## src/sv/spdx_pkg.sv

```systemverilog
// Package: shared types, codes and constants for the string pool deframer.
`default_nettype none
package spdx_pkg;

    // Phase codes of the deframer
    localparam logic [2:0] PH_HEADER  = 3'd0;
    localparam logic [2:0] PH_LENGTH  = 3'd1;
    localparam logic [2:0] PH_PAYLOAD = 3'd2;
    localparam logic [2:0] PH_DONE    = 3'd3;
    localparam logic [2:0] PH_BAD     = 3'd4;

    // Result kinds
    localparam logic [1:0] KIND_BYTE   = 2'd0;
    localparam logic [1:0] KIND_EMPTY  = 2'd1;
    localparam logic [1:0] KIND_STATUS = 2'd2;

    // End status codes
    localparam logic [1:0] ST_OK         = 2'd0;
    localparam logic [1:0] ST_BAD_HEADER = 2'd1;
    localparam logic [1:0] ST_TRUNCATED  = 2'd2;

    // Header word numbers
    localparam logic [1:0] HW_MAGIC   = 2'd0;
    localparam logic [1:0] HW_VERSION = 2'd1;
    localparam logic [1:0] HW_COUNT   = 2'd2;

    // Register indexes (byte address 4*i)
    localparam logic [1:0] REG_MAGIC   = 2'd0;
    localparam logic [1:0] REG_VERSION = 2'd1;
    localparam logic [1:0] REG_SEED    = 2'd2;
    localparam logic [1:0] REG_STEP    = 2'd3;

    // Register reset values
    localparam logic [31:0] MAGIC_RESET   = 32'h4153_5452;
    localparam logic [31:0] VERSION_RESET = 32'd1;
    localparam logic [7:0]  SEED_RESET    = 8'ha7;
    localparam logic [7:0]  STEP_RESET    = 8'd31;

    // Result queue geometry
    localparam int QDEPTH = 8;
    localparam int QPTR_W = 3;
    localparam int QCNT_W = 4;

    typedef struct packed {
        logic [7:0] blob_byte;
        logic       blob_end;
    } blob_req_t;

    typedef struct packed {
        logic [1:0]  result_kind;
        logic [7:0]  plain_byte;
        logic [31:0] record_number;
        logic        record_done;
        logic [1:0]  end_status;
    } result_t;

    typedef struct packed {
        logic [31:0] expected_magic;
        logic [31:0] expected_version;
        logic [7:0]  key_seed;
        logic [7:0]  key_step;
    } cfg_t;

    // Up to two results pushed per item; v1 implies v0
    typedef struct packed {
        logic    v0;
        logic    v1;
        result_t e0;
        result_t e1;
    } push_t;

endpackage
`default_nettype wire

```

## src/sv/spdx_core.sv

```systemverilog
// Deframer core: input register, header/record state and result generation.
`default_nettype none
module spdx_core (
    input  wire logic                          clk,
    input  wire logic                          rst_n,
    input  wire logic                          blob_valid,
    output logic                               blob_ready,
    input  wire spdx_pkg::blob_req_t           blob_req,
    input  wire spdx_pkg::cfg_t                cfg,
    input  wire logic [spdx_pkg::QCNT_W-1:0]   q_count,
    output spdx_pkg::push_t                    push
);
    import spdx_pkg::*;

    logic            in_valid_reg;
    blob_req_t       in_req_reg;
    logic [2:0]      phase_reg, phase_next;
    logic [1:0]      biw_reg, biw_next;
    logic [1:0]      hw_reg, hw_next;
    logic [31:0]     word_reg, word_next;
    logic [31:0]     total_reg, total_next;
    logic [31:0]     seen_reg, seen_next;
    logic [31:0]     left_reg, left_next;
    logic [7:0]      key_reg, key_next;
    logic [31:0]     shifted;
    logic [31:0]     seen_inc;
    logic [31:0]     left_dec;
    logic            word_full;
    logic [QCNT_W:0] room_need;

    // Accept a request only while the queue can absorb this and the staged item
    assign room_need  = {1'b0, q_count} + {{(QCNT_W-1){1'b0}}, in_valid_reg, 1'b0};
    assign blob_ready = room_need <= (QCNT_W+1)'(QDEPTH - 2);

    // Hold the input request
    always_ff @(posedge clk or negedge rst_n)
    begin
        if (!rst_n)
        begin
            in_valid_reg <= 1'b0;
        end
        else
        begin
            in_valid_reg <= blob_valid && blob_ready;
        end
    end

    always_ff @(posedge clk)
    begin
        if (blob_valid && blob_ready)
        begin
            in_req_reg <= blob_req;
        end
    end

    assign shifted   = {word_reg[23:0], in_req_reg.blob_byte};
    assign word_full = (biw_reg == 2'd3);
    assign seen_inc  = seen_reg + 32'd1;
    assign left_dec  = left_reg - 32'd1;

    // Advance the deframer by one byte
    always_comb
    begin
        phase_next = phase_reg;
        biw_next   = biw_reg;
        hw_next    = hw_reg;
        word_next  = word_reg;
        total_next = total_reg;
        seen_next  = seen_reg;
        left_next  = left_reg;
        key_next   = key_reg;
        push       = '0;
        if (in_valid_reg)
        begin
            case (phase_reg)
                PH_HEADER:
                begin
                    word_next = shifted;
                    biw_next  = biw_reg + 2'd1;
                    if (word_full)
                    begin
                        word_next = '0;
                        if (hw_reg == HW_MAGIC)
                        begin
                            phase_next = (shifted == cfg.expected_magic) ? PH_HEADER : PH_BAD;
                            hw_next    = HW_VERSION;
                        end
                        else if (hw_reg == HW_VERSION)
                        begin
                            phase_next = (shifted == cfg.expected_version) ? PH_HEADER : PH_BAD;
                            hw_next    = HW_COUNT;
                        end
                        else
                        begin
                            total_next = shifted;
                            seen_next  = '0;
                            hw_next    = HW_MAGIC;
                            phase_next = (shifted == 32'd0) ? PH_DONE : PH_LENGTH;
                        end
                    end
                end
                PH_LENGTH:
                begin
                    word_next = shifted;
                    biw_next  = biw_reg + 2'd1;
                    if (word_full)
                    begin
                        left_next = shifted;
                        word_next = '0;
                        key_next  = cfg.key_seed;
                        if (shifted == 32'd0)
                        begin
                            push.v0               = 1'b1;
                            push.e0.result_kind   = KIND_EMPTY;
                            push.e0.record_number = seen_reg;
                            seen_next             = seen_inc;
                            phase_next = (seen_inc >= total_reg) ? PH_DONE : PH_LENGTH;
                        end
                        else
                        begin
                            phase_next = PH_PAYLOAD;
                        end
                    end
                end
                PH_PAYLOAD:
                begin
                    push.v0               = 1'b1;
                    push.e0.result_kind   = KIND_BYTE;
                    push.e0.plain_byte    = in_req_reg.blob_byte ^ key_reg;
                    push.e0.record_number = seen_reg;
                    key_next              = key_reg + cfg.key_step;
                    left_next             = left_dec;
                    if (left_dec == 32'd0)
                    begin
                        push.e0.record_done = 1'b1;
                        seen_next           = seen_inc;
                        phase_next = (seen_inc >= total_reg) ? PH_DONE : PH_LENGTH;
                    end
                end
                default:
                begin
                    // Done, bad and unused phases drop the byte
                end
            endcase

            // Close the blob: report status, then return to reset state
            if (in_req_reg.blob_end)
            begin
                if (push.v0)
                begin
                    push.v1                = 1'b1;
                    push.e1.result_kind    = KIND_STATUS;
                end
                else
                begin
                    push.v0                = 1'b1;
                    push.e0.result_kind    = KIND_STATUS;
                end
                if (phase_next == PH_DONE)
                begin
                    push.e1.end_status = ST_OK;
                end
                else if (phase_next == PH_LENGTH || phase_next == PH_PAYLOAD)
                begin
                    push.e1.end_status = ST_TRUNCATED;
                end
                else
                begin
                    push.e1.end_status = ST_BAD_HEADER;
                end
                if (!push.v1)
                begin
                    push.e0.end_status = push.e1.end_status;
                    push.e1.end_status = ST_OK;
                end
                phase_next = PH_HEADER;
                biw_next   = '0;
                hw_next    = HW_MAGIC;
                word_next  = '0;
                total_next = '0;
                seen_next  = '0;
                left_next  = '0;
                key_next   = '0;
            end
        end
    end

    // Update deframer state
    always_ff @(posedge clk or negedge rst_n)
    begin
        if (!rst_n)
        begin
            phase_reg <= PH_HEADER;
            biw_reg   <= '0;
            hw_reg    <= HW_MAGIC;
            word_reg  <= '0;
            total_reg <= '0;
            seen_reg  <= '0;
            left_reg  <= '0;
            key_reg   <= '0;
        end
        else
        begin
            phase_reg <= phase_next;
            biw_reg   <= biw_next;
            hw_reg    <= hw_next;
            word_reg  <= word_next;
            total_reg <= total_next;
            seen_reg  <= seen_next;
            left_reg  <= left_next;
            key_reg   <= key_next;
        end
    end

    // A payload phase always has bytes left to take
    a_payload_left: assert property (@(posedge clk) disable iff (!rst_n)
        phase_reg == PH_PAYLOAD |-> left_reg != 32'd0)
        else $error("payload phase with no bytes left");

    // A status result returns the deframer to the header phase
    a_status_clears: assert property (@(posedge clk) disable iff (!rst_n)
        in_valid_reg && in_req_reg.blob_end |=> phase_reg == PH_HEADER && biw_reg == 2'd0)
        else $error("state not cleared after end of blob");

    // A second result only comes with the end of the blob
    a_second_is_status: assert property (@(posedge clk) disable iff (!rst_n)
        push.v1 |-> in_valid_reg && in_req_reg.blob_end && push.e1.result_kind == KIND_STATUS)
        else $error("second result without end of blob");

    // The staged item never finds the queue short of room
    a_room: assert property (@(posedge clk) disable iff (!rst_n)
        in_valid_reg |-> q_count <= QCNT_W'(QDEPTH - 2))
        else $error("result queue overrun risk");

endmodule
`default_nettype wire

```

## src/sv/spdx_resq.sv

```systemverilog
// Result queue: takes up to two results per cycle, hands out one.
`default_nettype none
module spdx_resq (
    input  wire logic                          clk,
    input  wire logic                          rst_n,
    input  wire spdx_pkg::push_t               push,
    output logic                               result_valid,
    input  wire logic                          result_ready,
    output spdx_pkg::result_t                  result,
    output logic [spdx_pkg::QCNT_W-1:0]        count
);
    import spdx_pkg::*;

    result_t           slot_reg [QDEPTH];
    logic [QPTR_W-1:0] wr_reg, wr_next;
    logic [QPTR_W-1:0] rd_reg, rd_next;
    logic [QCNT_W-1:0] cnt_reg, cnt_next;
    logic [QPTR_W-1:0] wr_plus1;
    logic [QCNT_W-1:0] n_push;
    logic              pop;

    assign wr_plus1     = wr_reg + QPTR_W'(1);
    assign n_push       = QCNT_W'(push.v0) + QCNT_W'(push.v1);
    assign pop          = result_valid && result_ready;
    assign result_valid = cnt_reg != '0;
    assign result       = slot_reg[rd_reg];
    assign count        = cnt_reg;

    assign wr_next  = wr_reg + n_push[QPTR_W-1:0];
    assign rd_next  = rd_reg + QPTR_W'(pop);
    assign cnt_next = cnt_reg + n_push - QCNT_W'(pop);

    // Store pushed results
    always_ff @(posedge clk)
    begin
        if (push.v0)
        begin
            slot_reg[wr_reg] <= push.e0;
        end
        if (push.v1)
        begin
            slot_reg[wr_plus1] <= push.e1;
        end
    end

    // Advance pointers and fill count
    always_ff @(posedge clk or negedge rst_n)
    begin
        if (!rst_n)
        begin
            wr_reg  <= '0;
            rd_reg  <= '0;
            cnt_reg <= '0;
        end
        else
        begin
            wr_reg  <= wr_next;
            rd_reg  <= rd_next;
            cnt_reg <= cnt_next;
        end
    end

    // Fill count stays within the queue
    a_cnt_bound: assert property (@(posedge clk) disable iff (!rst_n)
        cnt_reg <= QCNT_W'(QDEPTH))
        else $error("result queue overflow");

    // Pointers and count stay in step
    a_ptr_gap: assert property (@(posedge clk) disable iff (!rst_n)
        (wr_reg - rd_reg) == cnt_reg[QPTR_W-1:0])
        else $error("queue pointers out of step");

    // A second push never comes alone
    a_push_order: assert property (@(posedge clk) disable iff (!rst_n)
        push.v1 |-> push.v0)
        else $error("second result without first");

endmodule
`default_nettype wire

```

## src/sv/string_pool_deframe_xor_decode.sv

```systemverilog
// Top level: string pool deframer and XOR decoder with APB registers.
//
//  Channel  | Signals                                    | Direction
//  blob     | blob_valid, blob_ready, blob_req           | in
//  result   | result_valid, result_ready, result         | out
//  config   | psel, penable, pwrite, paddr, pwdata,      | APB
//           | prdata, pready                             |
//
// One blob byte is taken per cycle while blob_ready is high; it is held in the
// input register and its results go from there into the result queue. A byte
// that yields two results (last payload byte or empty length word plus end
// status) queues both for the result port. blob_ready drops while the eight-entry
// result queue, counting two results for the staged request, has room for fewer than two more.
// Reset clears all deframer state and loads the register reset values.
`default_nettype none
module string_pool_deframe_xor_decode (
    input  wire logic                 clk,
    input  wire logic                 rst_n,
    input  wire logic                 blob_valid,
    output logic                      blob_ready,
    input  wire spdx_pkg::blob_req_t  blob_req,
    output logic                      result_valid,
    input  wire logic                 result_ready,
    output spdx_pkg::result_t         result,
    input  wire logic                 psel,
    input  wire logic                 penable,
    input  wire logic                 pwrite,
    input  wire logic [3:0]           paddr,
    input  wire logic [31:0]          pwdata,
    output logic [31:0]               prdata,
    output logic                      pready
);
    import spdx_pkg::*;

    cfg_t              cfg_reg;
    push_t             push;
    logic [QCNT_W-1:0] q_count;
    logic              wr_en;
    logic [1:0]        reg_idx;

    assign pready  = 1'b1;
    assign wr_en   = psel && penable && pwrite && pready;
    assign reg_idx = paddr[3:2];

    // Write configuration registers
    always_ff @(posedge clk or negedge rst_n)
    begin
        if (!rst_n)
        begin
            cfg_reg.expected_magic   <= MAGIC_RESET;
            cfg_reg.expected_version <= VERSION_RESET;
            cfg_reg.key_seed         <= SEED_RESET;
            cfg_reg.key_step         <= STEP_RESET;
        end
        else if (wr_en)
        begin
            case (reg_idx)
                REG_MAGIC:   cfg_reg.expected_magic   <= pwdata;
                REG_VERSION: cfg_reg.expected_version <= pwdata;
                REG_SEED:    cfg_reg.key_seed         <= pwdata[7:0];
                REG_STEP:    cfg_reg.key_step         <= pwdata[7:0];
                default:     ;
            endcase
        end
    end

    // Read back configuration registers
    always_comb
    begin
        case (reg_idx)
            REG_MAGIC:   prdata = cfg_reg.expected_magic;
            REG_VERSION: prdata = cfg_reg.expected_version;
            REG_SEED:    prdata = {24'd0, cfg_reg.key_seed};
            REG_STEP:    prdata = {24'd0, cfg_reg.key_step};
            default:     prdata = '0;
        endcase
    end

    spdx_core u_core (
        .clk        (clk),
        .rst_n      (rst_n),
        .blob_valid (blob_valid),
        .blob_ready (blob_ready),
        .blob_req   (blob_req),
        .cfg        (cfg_reg),
        .q_count    (q_count),
        .push       (push)
    );

    spdx_resq u_resq (
        .clk          (clk),
        .rst_n        (rst_n),
        .push         (push),
        .result_valid (result_valid),
        .result_ready (result_ready),
        .result       (result),
        .count        (q_count)
    );

endmodule
`default_nettype wire
```

## config.mk

```make
export PLATFORM = sky130hd
export DESIGN_NAME = string_pool_deframe_xor_decode
export DESIGN_NICKNAME = d
export VERILOG_FILES = /design/src/sv/spdx_pkg.sv /design/src/sv/spdx_core.sv /design/src/sv/spdx_resq.sv /design/src/sv/string_pool_deframe_xor_decode.sv
export SDC_FILE = /design/constraint.sdc
export NUM_CORES = 1
export LEC_CHECK = 0
export BUFFER_PORTS_ARGS = -buffer_cell sky130_fd_sc_hd__buf_2
export CORE_UTILIZATION = 50
export CTS_BUF_LIST = sky130_fd_sc_hd__clkbuf_2
export DETAILED_ROUTE_END_ITERATION = 6
export PLACE_DENSITY = 0.72
export SYNTH_ARGS = -nofsm -noshare
export SYNTH_HDL_FRONTEND = slang
export SYNTH_SLANG_ARGS = --single-unit
```

## constraint.sdc

```tcl
create_clock -name clk -period 11.21 [get_ports clk]
set_clock_uncertainty 0.05 [all_clocks]
set_input_delay 0.5605 -clock clk [delete_from_list [all_inputs] [get_ports clk]]
set_output_delay 0.5605 -clock clk [all_outputs]
set_load 0.1 [all_outputs]
```

==> summary.txt, run 1 <==
Finish
  • Relative area change from synthesis to final layout: 11.9%
  • Final #Nets: 3199
  • Number of filler cells placed in the layout: 4867
  • Largest register FFs: 360
  • Design Area, Final: 31900 sq um
  • Proportion of layout cells with a drive suffix above 1: 0.217

Place
  • Port buffer count: 128
  • Area after DPL: 29500 sq um
  • Final Wtd Congestion: 0.903
  • Post-detailed-placement half-perimeter wirelength: 49400 um

Critical path
  • Worst setup SP type: register
  • Arrival time worst endpoint: 6.65 ns
  • Worst R2R Path Depth: 19
  • Required time at the worst-slack endpoint: 12.38 ns
  • Critical-path maximum fanout: 8
  • R2R setup slack: 5.74 ns
  • Critical register-to-register path endpoint: u_resq.slot_reg[1][1]
  • Critical Path End Type: register
  • Critical Path Max Stage Delay: 0.85 ns
  • Critical Setup Path Class: reg2reg
  • Reg2reg start: u_core.seen_reg[0]
  • Cell breakdown of the critical path: ha_1, and3_1, nand4_1, nor2_1, nand2_1, or2_2, nor2_1, and3_1, xor2_1, ha_1, o21a_1, o21ai_0, nand2b_1, a31oi_1, o21ai_0, a21oi_1, nand3_1, o311ai_1, nor3b_1
  • Cell type of the slowest stage on the worst timing path: sky130_fd_sc_hd__o311ai_1

Timing
  • Final setup violation count: 0
  • RSZ-0062 raised after global routing: no
  • Final worst path period need: 5.47 ns
  • Share of the clock period used by the worst path: 0.488
  • Final count of pins violating max slew: 0
  • Total Neg Setup Slack: 0 ns
  • Number of hold-slack violations in the final timing report: 0
  • Fmax: 183 MHz
  • Slew HR: 0.231
  • Worst Tran Pin Value: 1.15 ns

Yosys
  • Commonest register cell after synthesis: sky130_fd_sc_hd__dfxtp_1
  • Post-Synthesis Mean Instance Area: 9.76 sq um
  • Area leader, netlist: sky130_fd_sc_hd__dfxtp_1
  • Flip-flop and latch count after synthesis: 595
  • Count of unique library cells instantiated by Yosys: 73
  • Synthesis Warnings: 0
  • Number of standard cells after synthesis: 2920
  • Mapped Area: 28500 sq um
  • Number of flops mapped to enable cells by yosys: 33
  • Synth top area cells: sky130_fd_sc_hd__dfxtp_1 (24%), sky130_fd_sc_hd__dfrtp_1 (18%), sky130_fd_sc_hd__o21ai_0 (8.5%)
  • Async set-reset flop share out of synthesis: 0.380
  • Top-count cell post-synth: sky130_fd_sc_hd__o21ai_0
  • Leading cell types by count after synthesis: sky130_fd_sc_hd__o21ai_0 (485), sky130_fd_sc_hd__nand3_1 (364), sky130_fd_sc_hd__dfxtp_1 (336), sky130_fd_sc_hd__nand2_1 (208)
  • Synthesized net count: 3032
  • Sequential-to-total area share from yosys stat: 0.470
  • Share of the synthesized area in the top cell type: 0.236

Run
  • Max cap viols: 0

CTS
  • Deepest clock path buffer count: 3
  • Quantity of gates resized following cts: 0
  • Maximum level of the CTS H-tree: 4
  • Latest clock arrival within the worst-skew pair: 1.43 ns
  • CTS tree: done
  • Clock buffer count from CTS: 155
  • Root cell of the clock tree: sky130_fd_sc_hd__clkbuf_2
  • TritonCTS Sinks: 595
  • Clock-pin slew on the worst setup and hold paths: 0.12 ns

Power and ir drop
  • Pwr per Cell Area: 184 nW/um^2
  • IR drop worst, VDD: 0.000163 V
  • Leakage power figure: 0.0130 uW

Global routing
  • Initial antenna violation count: 2
  • Total routing resource utilization after global routing: 0.283
  • Vias in the first global route: 23600
  • Largest net degree at the start of global routing: 76
  • Wire length of the first global-routing pass: 128000 um
  • GRT Residual Overflow: 0

Die
  • Initial core utilization: 0.505
  • Width of the die: 241 um
  • Area of the die: 57900 sq um
  • Die height: 241 um
  • Std cell rows: 87
  • Area inside the core boundary: 56400 sq um
  • I/O pin count: 132

Min path
  • Worst hold path type: in2reg
  • Min-Delay Startpoint: result_ready
  • Min-Delay Path Depth: 4
  • Terminating pin of the worst hold path: u_resq.rd_reg[0]

Outcome
  • Outcome: completed

Detailed routing
  • Via-to-Cell Ratio: 5.92
  • Total wire length after detailed routing: 80200 um
  • Count of nets left with antenna violations after detail routing: 0
  • DR pass1 iterations: 5
  • # DRC: 0
  • DRT iter0 DRCs: 2059
  • Wire length per cell after detailed routing: 20.2 um
  • Detailed-route via count: 23500
## routing by layer
layer / wire, um / track usage / up-vias / part of all wire
met5: 0 / 0 / - / 0
met4: 2760 / 0.142 / 0 / 0.034
met3: 5500 / 0.0498 / 167 / 0.069
met2: 38500 / 0.467 / 965 / 0.48
met1: 33400 / 0.358 / 11400 / 0.42
li1: - / - / 10900 / -
## kinds of logic (layout without fill, tap and decap cells)
| group | Yosys count | in the layout | synth area share |
|---|---|---|---|
| compound gates | 650 | 650 | 0.124 |
| buf+inv | 318 | 606 | 0.0426 |
| flops | 595 | 595 | 0.470 |
| other cells | 1 | 5 | 0.000132 |
| mux | 251 | 251 | 0.137 |
| simple gates | 918 | 918 | 0.160 |
| xor+xnor | 127 | 127 | 0.0390 |
| fa+ha+maj | 60 | 60 | 0.0271 |
## power by group
group	internal [uW]	switching [uW]
Clock	583	942
Sequential	2340	370
Combinational	600	1030
## what timing repair did
item | CTS | global route
buffers inserted | 0 | 0
endpoints found under the hold margin | 252 | 0
hold buffers | 93 | 0
## final cells by class
cell class,instances,area [sq um],area share
clock inverter,48,267,0.00836
multi-input combinational,2007,14000,0.438
clock buffer,230,1150,0.0361
sequential,595,13400,0.420
timing repair buffer,256,1860,0.0584
inverter,72,270,0.00847
tap,756,946,0.0297
antenna,4,10.0,0.000314
## how the worst max path moves through the flow
stage	from	endpoint	slack, ns	depth (start not counted)
after global routing	u_core.seen_reg[0]	u_resq.slot_reg[1][1]	5.28	19
after global placement	u_core.seen_reg[0]	u_resq.slot_reg[5][1]	5.65	18
after CTS	u_core.seen_reg[0]	u_resq.slot_reg[0][1]	5.54	18
final	u_core.seen_reg[0]	u_resq.slot_reg[1][1]	5.74	19
after detailed placement	u_core.seen_reg[0]	u_resq.slot_reg[0][1]	5.58	18
after floorplan	u_core.seen_reg[0]	u_resq.slot_reg[1][1]	6.75	18
## layout by cell type, fill, tap and decap left out, types with 23 or more instances in the layout
cell                            Yosys  routed
sky130_fd_sc_hd__nand4_1           28      28
sky130_fd_sc_hd__dfstp_2           23      23
sky130_fd_sc_hd__buf_4              1      35
sky130_fd_sc_hd__nand2_1          208     197
sky130_fd_sc_hd__dfxtp_1          336     336
sky130_fd_sc_hd__nand3_1          364     358
sky130_fd_sc_hd__dlygate4sd3_1      0      92
sky130_fd_sc_hd__nor2_1           121     121
sky130_fd_sc_hd__dfrtp_1          203     200
sky130_fd_sc_hd__clkinv_1           0      30
sky130_fd_sc_hd__xor2_1            62      62
sky130_fd_sc_hd__nor3_1            26      24
sky130_fd_sc_hd__ha_1              57      57
sky130_fd_sc_hd__edfxtp_1          33      33
sky130_fd_sc_hd__inv_1             72      72
sky130_fd_sc_hd__xnor2_1           65      65
sky130_fd_sc_hd__a21o_1            24      24
sky130_fd_sc_hd__nor4_1            44      44
sky130_fd_sc_hd__o21ai_0          485     484
sky130_fd_sc_hd__mux2i_1           27      27
sky130_fd_sc_hd__mux2_2           126     126
sky130_fd_sc_hd__a21oi_1           60      60
sky130_fd_sc_hd__mux4_2            98      98
sky130_fd_sc_hd__nand2b_1          43      43
sky130_fd_sc_hd__clkbuf_2           0     230
sky130_fd_sc_hd__buf_2              7     127
## critical path: cells and delay by family (launching register included)
kind                     cells  cell delay, ns
adder cells (fa/ha/maj)      2            0.54
AND/OR/NAND/NOR             10            2.38
flip-flops                   1            0.51
XOR/XNOR                     1            0.19
AO/OA/AOI/OAI                6            1.66
## through the flow
step / setup slack (ns) / instances / total power [uW] / util / hold slack (ns)
2_1_floorplan: 6.75 / 2920 / 3850 / - / 0.215
3_3_place_gp: 5.65 / 3593 / 4270 / 0.523 / 0.397
3_5_place_dp: 5.58 / 3593 / 4330 / 0.523 / 0.406
4_1_cts: 5.54 / 3964 / 5860 / 0.565 / 0.0498
5_1_grt: 5.28 / 3968 / 6170 / 0.566 / 0.158
6_report: 5.74 / 3968 / 5860 / 0.566 / 0.150
(Power assumes the default switching activity.)
==> run 2, diff against run 1 <==
--- a/config.mk
+++ b/config.mk
@@ -9,7 +9,7 @@
 export CORE_UTILIZATION = 50
 export CTS_BUF_LIST = sky130_fd_sc_hd__clkbuf_2
 export DETAILED_ROUTE_END_ITERATION = 6
-export PLACE_DENSITY = 0.72
+export PLACE_DENSITY = 0.75
 export SYNTH_ARGS = -nofsm -noshare
 export SYNTH_HDL_FRONTEND = slang
 export SYNTH_SLANG_ARGS = --single-unit
==> constraint.sdc (replaced) <==
create_clock -name clk -period 4.85 [get_ports clk]
set_clock_uncertainty 0.05 [all_clocks]
set_input_delay 0.2425 -clock clk [delete_from_list [all_inputs] [get_ports clk]]
set_output_delay 0.2425 -clock clk [all_outputs]
set_load 0.1 [all_outputs]
==> run 2 against run 1 <==
  * The flow now finishes with violations (design-rule violations)
  * Fmax is 21% higher
  * Sequential share of layout area shrank 0.39 points
  * Core utilization rose by 0.53 points
  * Sequential power increased by 130%
  * Register-to-register slack worse by 5.4 ns
  * Cell count grew 0.33%
  * Final area is 0.94% higher
  * Worst setup slack got worse by 5.4 ns
  * Flip-flop and latch count stayed put
  * Wire length rose by 1.5%
  * Worst hold slack lost 0.0034 ns
  * Die area stayed put
==> summary.txt, run 2 (synthesis results as in run 1) <==
Finish
  • Sequential cell area: 13400 sq um
  • Largest register FFs: 360
  • Leading cell types in the layout, fill and taps excluded: sky130_fd_sc_hd__o21ai_0 (484), sky130_fd_sc_hd__nand3_1 (357), sky130_fd_sc_hd__dfxtp_1 (336), sky130_fd_sc_hd__clkbuf_2 (223), sky130_fd_sc_hd__dfrtp_1 (200)
  • Final #Nets: 3240
  • Relative area change from synthesis to final layout: 13.0%
  • Proportion of layout cells with a drive suffix above 1: 0.221
  • Area used by multi-input combinational logic: 14000 sq um
  • Most common cell after layout, fill and taps aside: sky130_fd_sc_hd__o21ai_0
  • Design Area, Final: 32200 sq um
  • Number of filler cells placed in the layout: 4811

Timing
  • Number of hold-slack violations in the final timing report: 0
  • Final worst path period need: 4.51 ns
  • Share of the clock period used by the worst path: 0.931
  • Final setup violation count: 0
  • Fmax: 222 MHz
  • Slew HR: 0.244
  • Total Neg Setup Slack: 0 ns
  • Final count of pins violating max slew: 0
  • Worst Tran Pin Value: 1.13 ns

Global routing
  • GRT Residual Overflow: 0
  • Largest net degree at the start of global routing: 123
  • Wire length of the first global-routing pass: 129000 um
  • Total routing resource utilization after global routing: 0.286
  • Vias in the first global route: 24200
  • Initial antenna violation count: 2

Die
  • Area of the die: 57900 sq um
  • Width of the die: 241 um
  • Initial core utilization: 0.505
  • Area inside the core boundary: 56400 sq um
  • Std cell rows: 87
  • Die height: 241 um
  • I/O pin count: 132

Critical path
  • Worst setup SP type: register
  • Worst R2R Path Depth: 20
  • Critical-path maximum fanout: 8
  • Cell type of the slowest stage on the worst timing path: sky130_fd_sc_hd__dfrtp_1
  • Critical Path End Type: register
  • Cell breakdown of the critical path: ha_1, and3_1, nand4_1, nor2_1, nand2_1, or2_2, nor2_1, and3_1, xor2_1, ha_1, o21a_1, o21ai_0, nand2b_1, a31oi_1, o21ai_0, a21oi_1, nand3_2, o311ai_2, buf_4, nor3b_1
  • Number of buffer and inverter stages on the critical path: 1
  • Worst setup path startpoint: u_core.seen_reg[1]
  • Critical Setup Path Class: reg2reg
  • R2R setup slack: 0.34 ns
  • Critical Path Stages: 20
  • Cell type group with the largest total delay on the critical path: simple AND/OR/NAND/NOR gates
  • Critical Path Max Stage Delay: 0.42 ns
  • Critical register-to-register path endpoint: u_resq.slot_reg[1][1]
  • Required time at the worst-slack endpoint: 5.97 ns
  • Arrival time worst endpoint: 5.64 ns
  • Reg2reg start: u_core.seen_reg[1]

Power and ir drop
  • Leakage power figure: 0.0132 uW
  • IR drop worst, VDD: 0.000346 V
  • Pwr per Cell Area: 421 nW/um^2

Detailed routing
  • Count of nets left with antenna violations after detail routing: 0
  • DR pass1 iterations: 7
  • # DRC: 7
  • DRT iter0 DRCs: 1902
  • Detailed-route via count: 24000
  • Via-to-Cell Ratio: 6.02
  • Wire length per cell after detailed routing: 20.4 um
  • Total wire length after detailed routing: 81400 um

CTS
  • Maximum level of the CTS H-tree: 4
  • Clock-pin slew on the worst setup and hold paths: 0.10 ns
  • Root cell of the clock tree: sky130_fd_sc_hd__clkbuf_2
  • Deepest clock path buffer count: 3
  • CTS tree: done
  • Latest clock arrival within the worst-skew pair: 1.39 ns
  • TritonCTS Sinks: 595
  • Clock buffer count from CTS: 154

Outcome
  • Outcome: complete, but fails checks
  • Violated checks: design-rule violations

Min path
  • Min-Delay Startpoint: psel
  • Terminating pin of the worst hold path: cfg_reg[13]
  • Worst hold path type: in2reg
  • Min-Delay Path Depth: 5

Place
  • Final Wtd Congestion: 0.902
  • Post-detailed-placement half-perimeter wirelength: 50100 um
  • Port buffer count: 128
  • Area after DPL: 29700 sq um

Run
  • Max cap viols: 0
## run 2: cell types whose count changed in the layout (fill, tap and decap cells not counted), moves of 2 or more
cell and delta:
sky130_fd_sc_hd__clkbuf_2 -7, sky130_fd_sc_hd__buf_12 +2, sky130_fd_sc_hd__clkinvlp_4 -2, sky130_fd_sc_hd__buf_4 +21
sky130_fd_sc_hd__clkinv_1 -21, sky130_fd_sc_hd__dlygate4sd3_1 +19
## run 2: layout make-up
class	count	area share
Timing Repair Buffer	298	0.0699
Clock buffer	223	0.0347
Tap cell	756	0.0294
Inverter	72	0.00839
Sequential cell	595	0.417
Antenna cell	4	0.000311
Multi-Input combinational cell	2007	0.434
Clock inverter	26	0.00641
## run 2: timing repair
action / CTS / global route
hold buffers: 112 / 0
setup buffers: 0 / 0
setup endpoints to repair: 0 / 4
gates resized for setup: 0 / 3
hold endpoints to repair: 319 / 0
## run 2: through the flow
step	hold slack (ns)	total power, uW	util	setup WS, ns	cells
global route	0.113	14200	0.571	-0.000274	3981
CTS	0.00527	13500	0.570	0.320	3977
floorplan	-0.103	8900	-	0.385	2920
global placement	0.339	9920	0.527	0.405	3616
finish	0.147	13600	0.571	0.336	3981
detailed placement	0.352	10100	0.527	0.386	3616
## run 2: routing by layer
layer | vias to the layer above | global-route usage | wire length (um)
met5 | - | 0 | 0
li1 | 11000 | - | -
met3 | 245 | 0.0540 | 5720
met1 | 11700 | 0.346 | 32300
met2 | 1042 | 0.480 | 39700
met4 | 0 | 0.161 | 3630
## run 2: how the worst max path moves through the flow
stage | end | slack, ns
6_report | u_resq.slot_reg[1][1] | 0.34
5_1_grt | u_resq.slot_reg[1][1] | -0.0003
4_1_cts | u_resq.slot_reg[1][1] | 0.32
3_5_place_dp | u_resq.slot_reg[1][1] | 0.39
3_3_place_gp | u_resq.slot_reg[1][1] | 0.40
2_1_floorplan | u_resq.slot_reg[1][1] | 0.39
## run 2: report_power, final
| group | total, uW | switching (uW) | internal [uW] |
|---|---|---|---|
| Clock | 3440 | 2100 | 1340 |
| Combinational | 3950 | 2490 | 1460 |
| Sequential | 6170 | 756 | 5410 |
## run 2: worst reg2reg max path, cell delays in order, from the launching register on
cell                       delay, ns
sky130_fd_sc_hd__dfrtp_1        0.42
sky130_fd_sc_hd__ha_1           0.22
sky130_fd_sc_hd__and3_1         0.23
sky130_fd_sc_hd__nand4_1        0.18
sky130_fd_sc_hd__nor2_1         0.20
sky130_fd_sc_hd__nand2_1        0.12
sky130_fd_sc_hd__or2_2          0.34
sky130_fd_sc_hd__nor2_1         0.16
sky130_fd_sc_hd__and3_1         0.23
sky130_fd_sc_hd__xor2_1         0.20
sky130_fd_sc_hd__ha_1           0.27
sky130_fd_sc_hd__o21a_1         0.18
sky130_fd_sc_hd__o21ai_0        0.14
sky130_fd_sc_hd__nand2b_1       0.08
sky130_fd_sc_hd__a31oi_1        0.22
sky130_fd_sc_hd__o21ai_0        0.10
sky130_fd_sc_hd__a21oi_1        0.18
sky130_fd_sc_hd__nand3_2        0.16
sky130_fd_sc_hd__o311ai_2       0.29
sky130_fd_sc_hd__buf_4          0.20
sky130_fd_sc_hd__nor3b_1        0.19
